## src/design/dft_pkg.sv

```systemverilog
`default_nettype none
// ----------------------------------------------------------------------------
// dft_pkg: shared constants and types of the delay flag timer table
// Slot count, command and status codes, sequencer states, step and write
// records passed between the table, the slot unit and the sequencer.
// ----------------------------------------------------------------------------
package dft_pkg;

	localparam int SLOTS = 16;
	localparam int IDX_W = (SLOTS > 1) ? $clog2(SLOTS) : 1;

	localparam logic [7:0] FREE_TYPE = 8'h00;

	localparam logic [1:0] CMD_ADD   = 2'd0;
	localparam logic [1:0] CMD_TICK  = 2'd1;
	localparam logic [1:0] CMD_QUERY = 2'd2;

	localparam logic [1:0] ST_OK         = 2'd0;
	localparam logic [1:0] ST_REGISTERED = 2'd1;
	localparam logic [1:0] ST_FULL       = 2'd2;

	typedef enum logic {
		S_IDLE,
		S_SCAN
	} dft_state_t;

	typedef struct packed {
		logic              done;
		logic              wr_en;
		logic [7:0]        wr_type;
		logic [15:0]       wr_count;
		logic [1:0]        status;
		logic              at_slot;
		logic [15:0]       remaining;
	} dft_step_t;

	typedef struct packed {
		logic              en;
		logic [IDX_W-1:0]  idx;
		logic [7:0]        typ;
		logic [15:0]       cnt;
	} dft_wr_t;

endpackage
`default_nettype wire

```

## src/design/dft_table.sv

```systemverilog
`default_nettype none
// ----------------------------------------------------------------------------
// dft_table: slot storage
// Holds the flag type and remaining count of every slot; one read and one
// write at the slot under scan. Reset frees every slot.
// ----------------------------------------------------------------------------
module dft_table (
	input  wire logic                     clk,
	input  wire logic                     arst_n,
	input  wire logic [dft_pkg::IDX_W-1:0] rd_idx,
	output logic      [7:0]               rd_type,
	output logic      [15:0]              rd_count,
	input  wire dft_pkg::dft_wr_t         wr
);
	import dft_pkg::*;

	logic [7:0]  type_q  [SLOTS];
	logic [15:0] count_q [SLOTS];

	always_ff @(posedge clk or negedge arst_n) begin
		if (!arst_n) begin
			for (int i = 0; i < SLOTS; i++) begin
				type_q[i]  <= FREE_TYPE;
				count_q[i] <= 16'd0;
			end
		end else if (wr.en) begin
			type_q[wr.idx]  <= wr.typ;
			count_q[wr.idx] <= wr.cnt;
		end
	end

	assign rd_type  = type_q[rd_idx];
	assign rd_count = count_q[rd_idx];

endmodule
`default_nettype wire

```

## src/design/dft_unit.sv

```systemverilog
`default_nettype none
// ----------------------------------------------------------------------------
// dft_unit: shared slot unit
// Compares one slot against the request, decrements through a single
// subtractor and decides the slot update and whether the scan ends.
// ----------------------------------------------------------------------------
module dft_unit (
	input  wire logic [1:0]        cmd,
	input  wire logic [7:0]        req_type,
	input  wire logic [15:0]       period,
	input  wire logic [7:0]        ent_type,
	input  wire logic [15:0]       ent_count,
	input  wire logic              is_last,
	output dft_pkg::dft_step_t     step
);
	import dft_pkg::*;

	logic [15:0] dec_src;
	logic [15:0] dec;
	logic        ent_free;
	logic        ent_match;

	assign dec_src   = (cmd == CMD_ADD) ? period : ent_count;
	assign dec       = dec_src - 16'd1;
	assign ent_free  = (ent_type == FREE_TYPE);
	assign ent_match = (ent_type == req_type);

	always_comb begin
		step           = '0;
		step.wr_type   = ent_type;
		step.wr_count  = ent_count;
		step.status    = ST_OK;
		unique case (cmd)
			CMD_ADD: begin
				if (req_type == FREE_TYPE) begin
					step.done = 1'b1;
				end else if (ent_free) begin
					step.done     = 1'b1;
					step.wr_en    = 1'b1;
					step.wr_type  = req_type;
					step.wr_count = (period > 16'd1) ? dec : period;
					step.at_slot  = 1'b1;
				end else if (ent_match) begin
					step.done    = 1'b1;
					step.status  = ST_REGISTERED;
					step.at_slot = 1'b1;
					if (ent_count < period) begin
						step.wr_en    = 1'b1;
						step.wr_count = period;
					end
				end else if (is_last) begin
					step.done   = 1'b1;
					step.status = ST_FULL;
				end
			end
			CMD_TICK: begin
				step.done = is_last;
				if (!ent_free && (ent_count != 16'd0)) begin
					step.wr_en    = 1'b1;
					step.wr_count = dec;
					step.wr_type  = (ent_count == 16'd1) ? FREE_TYPE : ent_type;
				end
			end
			CMD_QUERY: begin
				if (ent_match) begin
					step.done      = 1'b1;
					step.remaining = ent_count;
				end else if (is_last) begin
					step.done = 1'b1;
				end
			end
			default: begin
				step.done = 1'b1;
			end
		endcase
	end

endmodule
`default_nettype wire

```

## src/design/dft_ctrl.sv

```systemverilog
`default_nettype none
// ----------------------------------------------------------------------------
// dft_ctrl: request sequencer
// Captures a request, walks the slots one per cycle through the shared
// unit, applies slot updates and loads the result register.
// ----------------------------------------------------------------------------
module dft_ctrl (
	input  wire logic                      clk,
	input  wire logic                      arst_n,
	input  wire logic                      in_valid,
	output logic                           in_stall,
	input  wire logic [1:0]                command,
	input  wire logic [7:0]                flag_type,
	input  wire logic [15:0]               period,
	output logic                           out_valid,
	input  wire logic                      out_stall,
	output logic      [1:0]                status,
	output logic      [3:0]                slot,
	output logic      [15:0]               remaining,
	output logic      [1:0]                cmd,
	output logic      [7:0]                req_type,
	output logic      [15:0]               req_period,
	output logic      [dft_pkg::IDX_W-1:0] idx,
	output logic                           is_last,
	input  wire dft_pkg::dft_step_t        step,
	output dft_pkg::dft_wr_t               wr
);
	import dft_pkg::*;

	dft_state_t        state_q, state_d;
	logic [IDX_W-1:0]  idx_q, idx_d;
	logic [1:0]        cmd_q;
	logic [7:0]        type_q;
	logic [15:0]       period_q;
	logic              out_valid_q;
	logic [1:0]        status_q;
	logic [3:0]        slot_q;
	logic [15:0]       remaining_q;
	logic              accept;
	logic              load_out;
	logic              out_busy;
	logic [IDX_W+3:0]  idx_ext;

	assign accept   = in_valid && (state_q == S_IDLE);
	assign out_busy = out_valid_q && out_stall;
	assign is_last  = (idx_q == IDX_W'(SLOTS - 1));
	assign idx_ext  = {4'b0000, idx_q};

	always_ff @(posedge clk or negedge arst_n) begin
		if (!arst_n) begin
			state_q     <= S_IDLE;
			idx_q       <= '0;
			out_valid_q <= 1'b0;
		end else begin
			state_q <= state_d;
			idx_q   <= idx_d;
			if (load_out) begin
				out_valid_q <= 1'b1;
			end else if (!out_stall) begin
				out_valid_q <= 1'b0;
			end
		end
	end

	always_ff @(posedge clk) begin
		if (accept) begin
			cmd_q    <= command;
			type_q   <= flag_type;
			period_q <= period;
		end
		if (load_out) begin
			status_q    <= step.status;
			slot_q      <= step.at_slot ? idx_ext[3:0] : 4'd0;
			remaining_q <= step.remaining;
		end
	end

	always_comb begin
		state_d  = state_q;
		idx_d    = idx_q;
		load_out = 1'b0;
		wr.en    = 1'b0;
		wr.idx   = idx_q;
		wr.typ   = step.wr_type;
		wr.cnt   = step.wr_count;
		unique case (state_q)
			S_IDLE: begin
				if (in_valid) begin
					state_d = S_SCAN;
					idx_d   = '0;
				end
			end
			S_SCAN: begin
				if (step.done) begin
					if (!out_busy) begin
						load_out = 1'b1;
						wr.en    = step.wr_en;
						state_d  = S_IDLE;
					end
				end else begin
					wr.en = step.wr_en;
					idx_d = idx_q + IDX_W'(1);
				end
			end
		endcase
	end

	assign in_stall   = (state_q != S_IDLE);
	assign out_valid  = out_valid_q;
	assign status     = status_q;
	assign slot       = slot_q;
	assign remaining  = remaining_q;
	assign cmd        = cmd_q;
	assign req_type   = type_q;
	assign req_period = period_q;
	assign idx        = idx_q;

endmodule
`default_nettype wire

```

## src/design/delay_flag_timer_table_core.sv

```systemverilog
`default_nettype none
// ----------------------------------------------------------------------------
// delay_flag_timer_table_core: table of named delay flags
// Add, tick and query requests on a table of countdown slots.
// Usage:
//   Request channel: in_valid / in_stall with command, flag_type, period.
//   Result channel:  out_valid / out_stall with status, slot, remaining.
//   Each request gives exactly one result, in request order.
//   One request is worked on at a time; in_stall is high from the cycle
//   after a request is taken until its result is loaded.
//   The shared slot unit visits one slot per cycle: an add ends at the first
//   free or matching slot, a query at the first matching slot, a tick visits
//   all SLOTS slots. Every scan starts at slot 0; the result is loaded into
//   the result register as the scan ends.
//   The result register frees the scan from the receiver: a new request is
//   taken while a result waits. When the receiver stalls, the result holds
//   and the next scan holds at its last slot, without updating the table,
//   until the register frees.
//   Reset frees every slot, clears all counts and empties the result.
// ----------------------------------------------------------------------------
module delay_flag_timer_table_core (
	input  wire logic        clk,
	input  wire logic        arst_n,
	input  wire logic        in_valid,
	output logic             in_stall,
	input  wire logic [1:0]  command,
	input  wire logic [7:0]  flag_type,
	input  wire logic [15:0] period,
	output logic             out_valid,
	input  wire logic        out_stall,
	output logic      [1:0]  status,
	output logic      [3:0]  slot,
	output logic      [15:0] remaining
);
	import dft_pkg::*;

	logic [1:0]       cmd;
	logic [7:0]       req_type;
	logic [15:0]      req_period;
	logic [IDX_W-1:0] idx;
	logic             is_last;
	logic [7:0]       ent_type;
	logic [15:0]      ent_count;
	dft_step_t        step;
	dft_wr_t          wr;

	dft_table u_table (
		.clk      (clk),
		.arst_n   (arst_n),
		.rd_idx   (idx),
		.rd_type  (ent_type),
		.rd_count (ent_count),
		.wr       (wr)
	);

	dft_unit u_unit (
		.cmd       (cmd),
		.req_type  (req_type),
		.period    (req_period),
		.ent_type  (ent_type),
		.ent_count (ent_count),
		.is_last   (is_last),
		.step      (step)
	);

	dft_ctrl u_ctrl (
		.clk        (clk),
		.arst_n     (arst_n),
		.in_valid   (in_valid),
		.in_stall   (in_stall),
		.command    (command),
		.flag_type  (flag_type),
		.period     (period),
		.out_valid  (out_valid),
		.out_stall  (out_stall),
		.status     (status),
		.slot       (slot),
		.remaining  (remaining),
		.cmd        (cmd),
		.req_type   (req_type),
		.req_period (req_period),
		.idx        (idx),
		.is_last    (is_last),
		.step       (step),
		.wr         (wr)
	);

`ifndef SYNTH
	a_busy_after_accept: assert property (@(posedge clk) disable iff (!arst_n)
		in_valid && !in_stall |=> in_stall)
		else $error("request taken but sequencer not busy");

	a_no_write_idle: assert property (@(posedge clk) disable iff (!arst_n)
		!in_stall |-> !wr.en)
		else $error("table written while idle");

	a_status_code: assert property (@(posedge clk) disable iff (!arst_n)
		out_valid |-> (status == ST_OK || status == ST_REGISTERED || status == ST_FULL))
		else $error("bad status code");

	a_remaining_query_only: assert property (@(posedge clk) disable iff (!arst_n)
		out_valid && remaining != 16'd0 |-> status == ST_OK && slot == 4'd0)
		else $error("remaining count on a non-query result");
`endif

endmodule
`default_nettype wire
```

## config.mk

```make
export PLATFORM = sky130hd
export DESIGN_NAME = delay_flag_timer_table_core
export DESIGN_NICKNAME = d
export VERILOG_FILES = /design/src/design/dft_pkg.sv /design/src/design/dft_table.sv /design/src/design/dft_unit.sv /design/src/design/dft_ctrl.sv /design/src/design/delay_flag_timer_table_core.sv
export SDC_FILE = /design/constraint.sdc
export NUM_CORES = 1
export LEC_CHECK = 0
export ABC_AREA = 0
export BUFFER_PORTS_ARGS = -buffer_cell sky130_fd_sc_hd__buf_2
export CORE_ASPECT_RATIO = 1.2
export CORE_MARGIN = 5
export CORE_UTILIZATION = 45
export CTS_CLUSTER_DIAMETER = 50
export DETAILED_ROUTE_END_ITERATION = 10
export PLACE_DENSITY_LB_ADDON = 0.3
export SLEW_MARGIN = 20
export SYNTH_ARGS = -nofsm -noshare
export SYNTH_HDL_FRONTEND = slang
export SYNTH_SLANG_ARGS = --single-unit
```

## constraint.sdc

```tcl
create_clock -name clk -period 11.08 [get_ports clk]
set_input_delay 0.554 -clock clk [delete_from_list [all_inputs] [get_ports clk]]
set_output_delay 0.554 -clock clk [all_outputs]
set_load 0.03 [all_outputs]
```

==> results.py <==
metrics = {
    "outcome": {
        "outcome": "completed",
    },
    "final_layout": {
        "area_growth_pct": 10.7,
        "nNetsFinal": 1697,
        "fin_util_pct": 50.5,
        "drive_above_1_share_pct": 33.6,
        "num_antenna_cells": 0,
        "fillers": 4128,
    },
    "synth": {
        "synth_area_um2": 22500,
        "avgSynthCellArea_um2": 13.9,
        "yosysWarnings": 0,
        "async_flop_share_pct": 89.0,
        "synth_fp_nets": 1671,
        "netlist_top_cells_area": "dfrtp_1, mux2_2, mux4_2",
        "yosys_register_bits": 438,
        "synth_flop_cell": "dfrtp_1",
        "synth_top_cell_area_share_pct": 43.3,
        "synth_cell_types": 83,
        "synthCells": 1621,
        "ys_seq_area_share_pct": 49.7,
        "yosysTopAreaCell": "dfrtp_1",
        "synth_edf_count": 48,
    },
    "grt": {
        "grt_usage_pct": 22.7,
        "grt_max_degree": 111,
        "gr-total-overflow": 0,
        "grt_pass1_vias": 15000,
        "grt_util_met2_pct": 37.8,
        "antenna_found_initial": 0,
        "met3_usage_pct": 3.57,
        "grt_pass1_wl_um": 95500,
        "busiest_layer": "met2",
        "grt_use_met1_pct": 30.2,
    },
    "drt": {
        "wl_per_cell_um": 26.7,
        "first_pass_iters": 5,
        "vias": 14300,
        "drt_iter0_markers": 913,
        "wl_um": 62100,
        "route.detailed.drc": 0,
        "viasPerCell": 6.14,
        "ant_nets": 0,
    },
    "worst_setup_path": {
        "cp-start-kind": "register",
        "crit_type": "reg -> reg",
        "setup.worst_path.end_class": "register",
        "critPathCapture": "u_table.type_q[20]$_DFFE_PN0P_",
        "max_stage_delay_ns": 0.83,
        "reg2reg_depth": 18,
        "slowest_stage": "dfrtp_4",
        "worstPathRequired_ns": 11.54,
        "worstPathArrival_ns": 7.46,
        "r2r_start": "u_ctrl.idx[1]$_DFFE_PN0P_",
        "r2r_end": "u_table.type_q[20]$_DFFE_PN0P_",
        "critical_path_peak_fanout": 39,
        "crit_chain": "buf_4 > buf_4 > mux2i_1 > a22oi_1 > nand2_1 > a21oi_1 > ha_1 > nand2_1 > nor3_1 > nand2_1 > o211ai_1 > a31oi_4 > nand2_2 > a221oi_4 > buf_6 > nand4_1 > buf_4 > mux2_2",
        "startpoint": "u_ctrl.idx[1]$_DFFE_PN0P_",
        "timing.reg2reg.setup_slack_ns": 4.08,
    },
    "sta": {
        "max-slew-margin-rel_pct": 30.7,
        "hold_ws_ns": 0.0318,
        "setup_viol": 0,
        "worst_pin_slew_ns": 1.04,
        "rsz0062_at_grt": "no",
        "fin_ws_ns": 4.08,
        "fin_setup_tns_ns": 0,
        "slew_violations": 0,
        "fin_crit_ns": 7.00,
        "period_share_pct": 63.2,
        "finClkSkew_ns": 0.0280,
        "timing.fmax_mhz": 143,
        "finalHoldViolations": 0,
    },
    "place": {
        "gp_congestion": 0.927,
        "dp_slack_ns": 4.12,
        "port_buffers": 53,
        "dp_hpwl_um": 39300,
    },
    "clock_tree": {
        "clockBufferDepth": 3,
        "cts_resized": 0,
        "clock-sinks": 438,
        "cts_max_level": 2,
        "cts_tree": "done",
        "numCtsBuffers": 49,
        "clockRootBuffer": "clkbuf_16",
        "cts_setup_buffers": 0,
        "cts_hold_buf": 0,
        "path_clk_slew_ns": 0.06,
        "insertion_delay_ns": 0.59,
    },
    "floorplanning": {
        "die_w_um": 214,
        "rows": 89,
        "core_um2": 49300,
        "dieArea_um2": 54700,
        "die_h_um": 255,
        "io_pins": 54,
        "start_util_pct": 45.7,
    },
    "pwr": {
        "p_switching_w": 0.00263,
        "p_int_w": 0.00409,
        "switching_share_pct": 39.1,
        "power_frac_seq_pct": 33.3,
        "irDropWorstVdd_uv": 132,
        "power.leakage_nw": 12.0,
        "p_clk_share_pct": 25.0,
        "power.density_nw_per_um2": 269,
        "power_w": 0.00671,
        "combPwrFrac_pct": 41.7,
    },
    "run": {
        "maxCapViolCount": 0,
    },
    "min_path": {
        "worstHoldPathType": "in -> async",
    },
}
## cell usage in the layout (no fill, tap or decap), types with 34 or more instances in the layout
cell         n
a21oi_1     45
buf_2       52
buf_4       34
clkbuf_16   52
dfrtp_1    387
edfxtp_1    48
inv_1       36
mux2_1     121
mux2_2     212
mux2_4      80
mux2i_1     80
mux4_2      66
nand2_1     53
nor2_1      58
## per-layer routing
metal,share of wire (%),wire length [um]
met5,0,0
met2,48,29700
met3,5.1,3170
met1,43,26700
met4,4.1,2560
## kinds of logic after synthesis
| group | count (synthesis) | synth area share, % |
|---|---|---|
| multiplexers | 559 | 32.1 |
| flip-flops | 438 | 49.7 |
| AND/OR/NAND/NOR | 224 | 5.64 |
| AO/OA/AOI/OAI | 204 | 6.81 |
| buffers and inverters | 153 | 3.70 |
| XOR/XNOR | 23 | 0.894 |
| adder cells (fa/ha/maj) | 20 | 1.11 |
## power by group through the flow
stage	combinational, W	sequential, W	clock [W]
after global routing	0.00298	0.00228	0.00179
after CTS	0.00276	0.00224	0.00172
after global placement	0.00271	0.00224	0
final	0.00280	0.00224	0.00168
after floorplan	0.00200	0.00219	0
after detailed placement	0.00275	0.00226	0
## layout make-up
cell class	instances	area (um^2)	area share, %
multi-input combinational	1030	10500	42.2
sequential	438	11200	45.0
clock inverter	20	210	0.843
tap	637	797	3.20
clock buffer	70	1470	5.89
inverter	38	143	0.572
timing repair buffer	90	581	2.33
## state kept, by name (all words and copies together), names as in the netlist
signal and flops:
u_ctrl.cmd 2, u_ctrl.idx 4, u_ctrl.in_stall 1, u_ctrl.out_valid 1, u_ctrl.remaining 16, u_ctrl.req_period 16, u_ctrl.req_type 8, u_ctrl.slot 4
u_ctrl.status 2, u_table.count_q 256, u_table.type_q 128
## how the worst min path moves through the flow
stage	from	to
finish	arst_n	u_table.type_q[2]$_DFFE_PN0P_
global route	arst_n	u_table.type_q[2]$_DFFE_PN0P_
CTS	arst_n	u_table.type_q[75]$_DFFE_PN0P_
detailed placement	u_table.count_q[116]$_DFFE_PN0P_	u_table.count_q[116]$_DFFE_PN0P_
global placement	u_table.type_q[60]$_DFFE_PN0P_	u_table.type_q[60]$_DFFE_PN0P_
floorplan	arst_n	u_ctrl.idx[0]$_DFFE_PN0P_
## through the flow
stage | cells | area (um^2)
final | 2323 | 24900
after global routing | 2323 | 24900
after CTS | 2321 | 24900
after detailed placement | 2231 | 23200
after global placement | 2230 | 23200
after floorplan | 1621 | 22500
## Yosys cell counts (all sizes together), types with 23 or more instances
| cell | count |
|---|---|
| buf | 70 |
| nand2 | 54 |
| clkbuf | 45 |
| inv | 37 |
| mux4 | 66 |
| nor2 | 59 |
| mux2i | 80 |
| mux2 | 413 |
| a21oi | 46 |
| dfrtp | 390 |
| edfxtp | 48 |
| nand4 | 23 |
| a22oi | 24 |
## critical path, delay by kind of cell (launching register included)
kind	cells	cell delay, ns
fa+ha+maj	1	0.32
buf+inv	4	2.06
flops	1	0.83
simple gates	6	1.17
mux	2	0.46
compound gates	5	1.95
Note: power is estimated with default switching activity, not from simulation.
